### src/rtl/assert_macros.svh
// Assertion macros shared by the projection RTL.
// Define ASSERT_OFF to compile every assertion out.
`ifndef ASSERT_MACROS_SVH
`define ASSERT_MACROS_SVH
`ifndef ASSERT_OFF
// Check a property on every clock edge outside reset.
`define AP_ASSERT(lbl, clk, rst, prop, msg) \
  lbl: assert property (@(posedge clk) disable iff (rst) prop) else $error(msg);
// Check a property on every clock edge, reset included.
`define AP_ASSERT_ALWAYS(lbl, clk, prop, msg) \
  lbl: assert property (@(posedge clk) prop) else $error(msg);
`else
`define AP_ASSERT(lbl, clk, rst, prop, msg)
`define AP_ASSERT_ALWAYS(lbl, clk, prop, msg)
`endif
`endif

### src/rtl/app_pkg.sv
// Shared types, widths and constants for the angular point projection.
// No dependencies; every module of the block imports it.
package app_pkg;

  localparam int SCREEN_WIDTH_DEF  = 100;
  localparam int SCREEN_HEIGHT_DEF = 100;

  localparam int COORD_W = 16;
  localparam int DELTA_W = COORD_W + 1;
  localparam int ROT_W   = 15;
  localparam int FOV_W   = 14;
  localparam int CFG_W   = 16;
  localparam int ADDR_W  = 3;

  // planar distance squared and its Q12 root
  localparam int SQ_W     = 2 * (DELTA_W - 1) + 2;
  localparam int ROOT_W   = (SQ_W + 24) / 2;
  localparam int SQRT_LAT = 2 + ROOT_W;

  localparam int CORD_W       = 32;
  localparam int Z_W          = 24;
  localparam int ANG_W        = 16;
  localparam int CORDIC_STEPS = 20;
  localparam logic signed [Z_W-1:0] PI_Q20 = 24'sd3294199;

  typedef enum logic [ADDR_W-1:0] {
    REG_CAM_POS_X = 3'd0,
    REG_CAM_POS_Y = 3'd1,
    REG_CAM_POS_Z = 3'd2,
    REG_CAM_YAW   = 3'd3,
    REG_CAM_PITCH = 3'd4,
    REG_FOV       = 3'd5
  } reg_idx_t;

  typedef struct packed {
    logic signed [COORD_W-1:0] point_x;
    logic signed [COORD_W-1:0] point_y;
    logic signed [COORD_W-1:0] point_z;
  } point_t;

  typedef struct packed {
    logic signed [15:0] screen_col;
    logic signed [15:0] screen_row;
  } screen_t;

  // atan(2^-i) in Q20
  function automatic logic signed [Z_W-1:0] atan_q20(input int i);
    logic signed [Z_W-1:0] v;
    case (i)
      0:  v = 24'sd823550;
      1:  v = 24'sd486170;
      2:  v = 24'sd256879;
      3:  v = 24'sd130396;
      4:  v = 24'sd65451;
      5:  v = 24'sd32757;
      6:  v = 24'sd16383;
      7:  v = 24'sd8192;
      8:  v = 24'sd4096;
      9:  v = 24'sd2048;
      10: v = 24'sd1024;
      11: v = 24'sd512;
      12: v = 24'sd256;
      13: v = 24'sd128;
      14: v = 24'sd64;
      15: v = 24'sd32;
      16: v = 24'sd16;
      17: v = 24'sd8;
      18: v = 24'sd4;
      19: v = 24'sd2;
      default: v = '0;
    endcase
    return v;
  endfunction

endpackage

### src/rtl/app_div.sv
// Angle to screen coordinate: offset, scale, restoring divide by the field
// of view one quotient bit per stage, recenter and saturate. Uses app_pkg.
module app_div
  import app_pkg::*;
#(
  parameter int SIZE = SCREEN_WIDTH_DEF
) (
  input  logic                    clk,
  input  logic                    rst,
  input  logic                    en,
  input  logic                    in_vld,
  input  logic signed [ANG_W-1:0] ang,
  input  logic signed [ROT_W-1:0] off,
  input  logic [FOV_W-1:0]        fov,
  output logic                    out_vld,
  output logic signed [15:0]      result
);

  localparam int HALF    = SIZE / 2;
  localparam int SCALE   = 2 * HALF;
  localparam int SCALE_W = $clog2(SCALE + 1);
  localparam int D_W     = ANG_W + 1;
  localparam int N_W     = D_W + SCALE_W;
  localparam logic signed [SCALE_W:0] SCALE_S = (SCALE_W + 1)'(SCALE);

  logic signed [D_W-1:0]         dd;
  logic signed [D_W+SCALE_W:0]   prod;
  logic signed [N_W-1:0]         n0;
  logic                          vld0;

  logic [FOV_W-1:0] rem [0:N_W];
  logic [N_W-1:0]   uq  [0:N_W];
  logic             neg [0:N_W];
  logic             vld [0:N_W];

  logic signed [N_W+1:0] qs, sv;
  logic                  vld_o;

  assign dd   = $signed({ang[ANG_W-1], ang}) - $signed({{(D_W-ROT_W){off[ROT_W-1]}}, off});
  assign prod = dd * SCALE_S;

  always_ff @(posedge clk) begin
    if (rst) begin
      vld0   <= 1'b0;
      vld[0] <= 1'b0;
    end else if (en) begin
      vld0   <= in_vld;
      vld[0] <= vld0;
    end
    if (en) begin
      n0     <= prod[N_W-1:0];
      neg[0] <= n0[N_W-1];
      uq[0]  <= n0[N_W-1] ? N_W'(-n0) : N_W'(n0);
      rem[0] <= '0;
    end
  end

  for (genvar k = 0; k < N_W; k++) begin : g_bit
    logic [FOV_W:0] r2, df;
    logic           ge;
    always_comb begin
      r2 = {rem[k], uq[k][N_W-1]};
      df = r2 - {1'b0, fov};
      ge = r2 >= {1'b0, fov};
    end
    always_ff @(posedge clk) begin
      if (rst) begin
        vld[k+1] <= 1'b0;
      end else if (en) begin
        vld[k+1] <= vld[k];
      end
      if (en) begin
        neg[k+1] <= neg[k];
        rem[k+1] <= ge ? df[FOV_W-1:0] : r2[FOV_W-1:0];
        uq[k+1]  <= {uq[k][N_W-2:0], ge};
      end
    end
  end

  // truncation toward zero: divide the magnitude, then restore the sign
  always_comb begin
    qs = $signed({2'b00, uq[N_W]});
    if (neg[N_W]) begin
      qs = -qs;
    end
    sv = qs + (N_W + 2)'(HALF);
  end

  always_ff @(posedge clk) begin
    if (rst) begin
      vld_o <= 1'b0;
    end else if (en) begin
      vld_o <= vld[N_W];
    end
    if (en) begin
      if (sv > $signed((N_W + 2)'(32767))) begin
        result <= 16'sh7fff;
      end else if (sv < -$signed((N_W + 2)'(32768))) begin
        result <= 16'sh8000;
      end else begin
        result <= sv[15:0];
      end
    end
  end

  assign out_vld = vld_o;

endmodule

### config.mk
export PLATFORM = sky130hd
export DESIGN_NAME = app_div
export DESIGN_NICKNAME = d
export VERILOG_FILES = /design/src/rtl/assert_macros.svh /design/src/rtl/app_pkg.sv /design/src/rtl/app_div.sv
export SDC_FILE = /design/constraint.sdc
export NUM_CORES = 2
export LEC_CHECK = 0
export ABC_AREA = 0
export BUFFER_PORTS_ARGS = -buffer_cell sky130_fd_sc_hd__clkbuf_2
export CAP_MARGIN = 20
export CORE_MARGIN = 4
export CORE_UTILIZATION = 58
export CTS_BUF_LIST = sky130_fd_sc_hd__clkbuf_4
export DETAILED_ROUTE_END_ITERATION = 8
export MAX_ROUTING_LAYER = met4
export PLACE_DENSITY_LB_ADDON = 0.25
export SKIP_LAST_GASP = 1
export SLEW_MARGIN = 0
export SYNTH_ARGS = -nofsm -noshare
export SYNTH_HDL_FRONTEND = slang
export SYNTH_SLANG_ARGS = --single-unit
### constraint.sdc
create_clock -name clk -period 11.4 [get_ports clk]
set_input_delay 2.28 -clock clk [delete_from_list [all_inputs] [get_ports clk]]
set_output_delay 2.28 -clock clk [all_outputs]
set_load 0.01 [all_outputs]
## After elaboration in Yosys (flattened, before gate mapping)

Memories as Yosys holds them, arrays and structs flattened. A register that Yosys moved wholly into a read port is not among the register bits.
Cells that the tools add are included.
Widths: inputs -> output; s select.

| operators by class | value |
|---|---|
| $add $sub $neg | 28 |
| multiply operators | 1 |
| magnitude comparators | 26 |
| muxes and demuxes | 58 |
| bitwise gates (word level) | 25 |

Operators by type and width:

| kind | count |
|---|---|
| $ge 15x14->1 | 24 |
| $mux 14 | 24 |
| $sub 14x14->14 | 24 |
| $mux 1 | 31 |
| $add 26x7->26 const B | 1 |
| $gt 26x16->1 const B | 1 |
| $lt 26x16->1 const B | 1 |
| $mux 26 | 1 |
| $neg 24->26 | 1 |
| $or 1x1->1 | 25 |
| $mux 24 | 1 |
| $neg 24->24 | 1 |
| $mul 17x6->22 const B | 1 |
| $sub 16x15->17 | 1 |
| $mux 16 | 1 |

| storage, ports and cells | value |
|---|---|
| register bits | 39 |
| memory bits (writable) | 1000 |
| bits of input ports | 49 |
| output and inout bits | 17 |
| logic and storage cells | 145 |
| memories kept | 4 |

Memory list:

| memory | depth | bits a word | read ports | clocked after memory_dff | wr ports | line | source |
|---|---|---|---|---|---|---|---|
| uq | 25 | 24 | 25 | 0 | 25 | app_div.sv:32 | `logic [N_W-1:0] uq [0:N_W];` |
| rem | 25 | 14 | 24 | 0 | 25 | app_div.sv:31 | `logic [FOV_W-1:0] rem [0:N_W];` |
| neg | 25 | 1 | 25 | 0 | 25 | app_div.sv:33 | `logic neg [0:N_W];` |
| vld | 25 | 1 | 25 | 1 | 25 | app_div.sv:34 | `logic vld [0:N_W];` |

## Depth between registers and ports, before layout

An unclocked memory read counts as a cell.

| logic depth | value |
|---|---|
| word-level depth | 6 |
| depth in mapped cells | 23 |
| gate-level depth less buffers | 23 |

## Worst setup path before layout

Ideal clock, no wire load.

| path | value |
|---|---|
| path kind | in2reg |
| start point | input port off[2] |
| end point | register n0[23], data pin |
| setup time | 0.259 ns |
| arrival | 6.799 ns |
| required time | 11.141 ns |
| path slack | 4.342 ns |
| stages on the path | 22 |
| path buffers | 0 |
| path through | inv_1 -> ha_1 -> nor2b_1 -> o21ai_0 -> nand2b_1 -> a311oi_1 -> o31ai_1 -> or2_2 -> or3_1 -> a31oi_1 -> xnor2_1 -> inv_1 -> fa_1 -> inv_1 -> ha_1 -> ha_1 -> and3_1 -> a2111o_1 -> o211ai_1 -> o211a_1 -> o21ai_0 -> xnor2_1 |

| between the ends | value |
|---|---|
| longest elaborated chain between the ends | 2 |

RTL lines:

| element | line | source |
|---|---|---|
| start, declared | app_div.sv:13 | `input logic signed [ROT_W-1:0] off,` |
| $sub 16x15->17 | app_div.sv:39 | `assign dd = $signed({ang[ANG_W-1], ang}) - $signed({{(D_W-ROT_W){off[ROT_W-1]}}, off});` |
| $mul 17x6->22 | app_div.sv:40 | `assign prod = dd * SCALE_S;` |
| net prod[23] | app_div.sv:27 | `logic signed [D_W+SCALE_W:0] prod;` |
| end signal, assigned | app_div.sv:51 | `n0 <= prod[N_W-1:0];` |
| end, declared | app_div.sv:28 | `logic signed [N_W-1:0] n0;` |

The timed path passes the listed nets, and every way through them passes these cells.
A chain may end at the register's enable or synchronous reset.

## Final worst setup path

Ends and elaborated chain as after synthesis.

==> results.sh <==
export IMPL_status="finished, final reports clean"
export IMPL_p_sw_share_pct=35.4
export IMPL_clk_latency_ns=1.13
export IMPL_numCtsBuffers=234
export IMPL_yosys_warnings=0
export IMPL_syn_inst=3982
export IMPL_nets=4728
export IMPL_hold_class="reg -> reg"
export IMPL_io_pins=66
export IMPL_synth_ff_type="edfxtp_1"
export IMPL_dieArea_um2=90500
export IMPL_clkPwrFrac_pct=19.8
export IMPL_totalPowerFinal_mw=14.1
export IMPL_flow_area_growth_from_synthesis_pct=9.87
export IMPL_dp_cells=5156
export IMPL_ctsHtreeMaxLevel=4
export IMPL_routed_wl_mm=95.4
export IMPL_setup_worst_path_start_class="primary input"
export IMPL_fin_crit_ns=6.65
export IMPL_seq_power_share_pct=40.1
export IMPL_crit_arrival_ns=7.46
export IMPL_wl_met1_mm=40.8
export IMPL_grt_pass1_wl_mm=153
export IMPL_gp_congestion=0.921
export IMPL_start_util_pct=58.4
export IMPL_cp_required_ns=12.21
export IMPL_rsz0062_at_grt="no"
export IMPL_path_max_fanout=5
export IMPL_wl_met2_mm=47.1
export IMPL_hold_viol_final=0
export IMPL_hold_buffers=0
export IMPL_slew_limit_headroom_pct=29.4
export IMPL_syn_area_um2=49700
export IMPL_overflow=0
export IMPL_wl_per_cell_um=17.1
export IMPL_power_internal_mw=9.09
export IMPL_syn_area_per_cell_um2=12.5
export IMPL_path_class="in -> reg"
export IMPL_drive_above_1_share_pct=12.7
export IMPL_io_buffers=65
export IMPL_syn_nets=4459
export IMPL_end_kind="register"
export IMPL_place_ws_ns=3.72
export IMPL_setup_tns_ns=0
export IMPL_synth_seq_area_share_pct=58.2
export IMPL_post_synth_num_cell_types=76
export IMPL_clock_skew_ns=0.0712
export IMPL_min_period_over_period_pct=58.3
export IMPL_drt_pass1_iter_count=5
export IMPL_vias_per_cell=5.67
export IMPL_p_sw_mw=4.98
export IMPL_p_leak_nw=21.4
export IMPL_pwr_share_comb_pct=40.1
export IMPL_path_clk_slew_ns=0.07
export IMPL_drtAntennaViolNets=0
export IMPL_async_flop_share_pct=0
export IMPL_vias=31633
export IMPL_topRoutingLayerUsed="met4"
export IMPL_fp_dieW_um=301
export IMPL_peakVddDrop_mv=0.133
export IMPL_layout_setup_ws_ns=4.75
export IMPL_grt_pass1_vias=30650
export IMPL_power_per_cell_area_nw_per_um2=257
export IMPL_dp_hpwl_mm=62.9
export IMPL_grt_usage_pct=21.9
export IMPL_synth_edf_count=963
export IMPL_grt_max_degree=191
export IMPL_cts_sinks=965
export IMPL_final_cell_count_no_fill=5580
export IMPL_root_buffer="clkbuf_4"
export IMPL_max_freq_mhz=150
export IMPL_cts_tree="done"
export IMPL_maxSlewViolCount=0
export IMPL_core_area_um2=85100
export IMPL_cap_violations=0
export IMPL_postCtsSetupRepairBufs=0
export IMPL_met3_length_mm=4.09
export IMPL_ys_ff_latch=965
export IMPL_cts_resized=0
export IMPL_holdWs_ns=0.364
export IMPL_die_y_um=301
export IMPL_drcViolationCount=0
export IMPL_setup_violations=0
export IMPL_worst_slew_pin_slew_ns=1.06
export IMPL_rows=107
export IMPL_drt_iter0_drc=2211
export IMPL_fillers=6605
export IMPL_cts_buffer_depth=3
export IMPL_antenna_found_initial=1
==> worst paths after layout <==
check | from | endpoint | slack [ns] | cells past startpoint
max reg2reg | uq[3][4]$_DFFE_PP_ | result[0]$_SDFFCE_PN1P_ | 6.45 | 10
min reg2reg | uq[0][91]$_DFFE_PP_ | uq[0][116]$_DFFE_PP_ | 0.36 | 0
max | off[2] | n0[23]$_DFFE_PP_ | 4.75 | 23
min | uq[0][91]$_DFFE_PP_ | uq[0][116]$_DFFE_PP_ | 0.36 | 0
==> through the flow <==
stage | cell area (µm²) | util (%)
floorplan | 49700 | -
global placement | 51600 | 60.6
detailed placement | 51600 | 60.6
CTS | 54600 | 64.1
global route | 54700 | 64.2
finish | 54700 | 64.2
==> synthesized netlist by cell type (all sizes together), types with 24 or more instances <==
master  count  area, µm²
o41ai      25        245
fa         32        641
nor3       63        325
clkbuf     56        210
or3        41        257
edfxtp    963      28900
mux2       41        462
a21o       83        623
o21bai     28        210
or2        29        181
nand2b     53        332
nor4       31        209
o21ai     169        846
o31ai      36        280
a211oi     49        373
inv       207        777
xor2      160       1400
xnor2     165       1450
and2       41        257
nor2      303       1140
a21boi     24        180
nand3      92        465
nand4      74        463
a21oi     384       1920
ha        396       4950
nor2b      74        463
o21a       31        233
nand2     191        717
==> layout by cell type, fill, tap and decap left out, types with 48 or more instances in the layout <==
master / instances
nand4_1: 74
xnor2_1: 165
ha_1: 396
nor2b_1: 74
nor2_1: 303
edfxtp_1: 963
a21o_1: 83
nand3_1: 91
nor3_1: 61
nand2b_1: 53
xor2_1: 160
a21oi_1: 384
clkinv_1: 62
clkbuf_2: 64
clkbuf_4: 323
nand2_1: 191
o21ai_0: 159
a211oi_1: 48
inv_1: 203
==> sequential cells by signal (all words and copies together) (netlist names) <==
| register | cells |
|---|---|
| uq | 553 |
| rem | 322 |
| neg | 25 |
| vld | 25 |
| n0 | 22 |
| result | 16 |
| out_vld | 1 |
| vld0 | 1 |
==> layout make-up <==
type	count	area, µm²	area share [%]
tap	1144	1430	2.62
timing repair buffer	95	626	1.14
clock inverter	97	564	1.03
clock buffer	323	2420	4.44
multi-input combinational	2748	19900	36.4
inverter	207	777	1.42
antenna	1	2.50	0.00458
sequential	965	29000	53.0
==> critical path: stages <==
cell,delay (ns)
clkbuf_2,0.08
inv_1,0.03
ha_1,0.32
nor2b_1,0.15
o21ai_0,0.14
nand2b_1,0.13
a311oi_1,0.49
o31ai_1,0.21
or2_2,0.33
or3_1,0.31
a31oi_1,0.20
xnor2_1,0.24
inv_1,0.10
fa_1,0.49
inv_1,0.04
ha_1,0.28
ha_1,0.36
and3_1,0.22
a2111o_1,0.41
o211ai_1,0.16
o211a_1,0.24
o21ai_0,0.11
xnor2_1,0.14
==> power by group through the flow <==
| stage | combinational (mW) | clock (mW) | sequential, mW |
|---|---|---|---|
| final | 5.64 | 2.79 | 5.64 |
| after global routing | 6.36 | 3.09 | 5.73 |
| after CTS | 5.62 | 2.90 | 5.65 |
| after detailed placement | 5.57 | 0 | 5.71 |
| after global placement | 5.48 | 0 | 5.70 |
| after floorplan | 4.46 | 0 | 5.51 |
==> layer usage <==
layer	track usage, %	up-vias
li1	-	15722
met1	26.4	15006
met2	36.3	715
met3	3.93	190
met4	9.67	0
met5	-	-
==> cell families after synthesis <==
logic type / Yosys count / synth area share [%]
adders and majority gates: 428 / 11.2
AOI/OAI and AO/OA: 914 / 11.3
muxes: 47 / 1.05
xor gates and xnor gates: 325 / 5.72
buffers and inverters: 269 / 2.07
DFF: 965 / 58.2
and+or+nand+nor: 1034 / 10.4
Note: power is estimated with default switching activity, not from simulation.
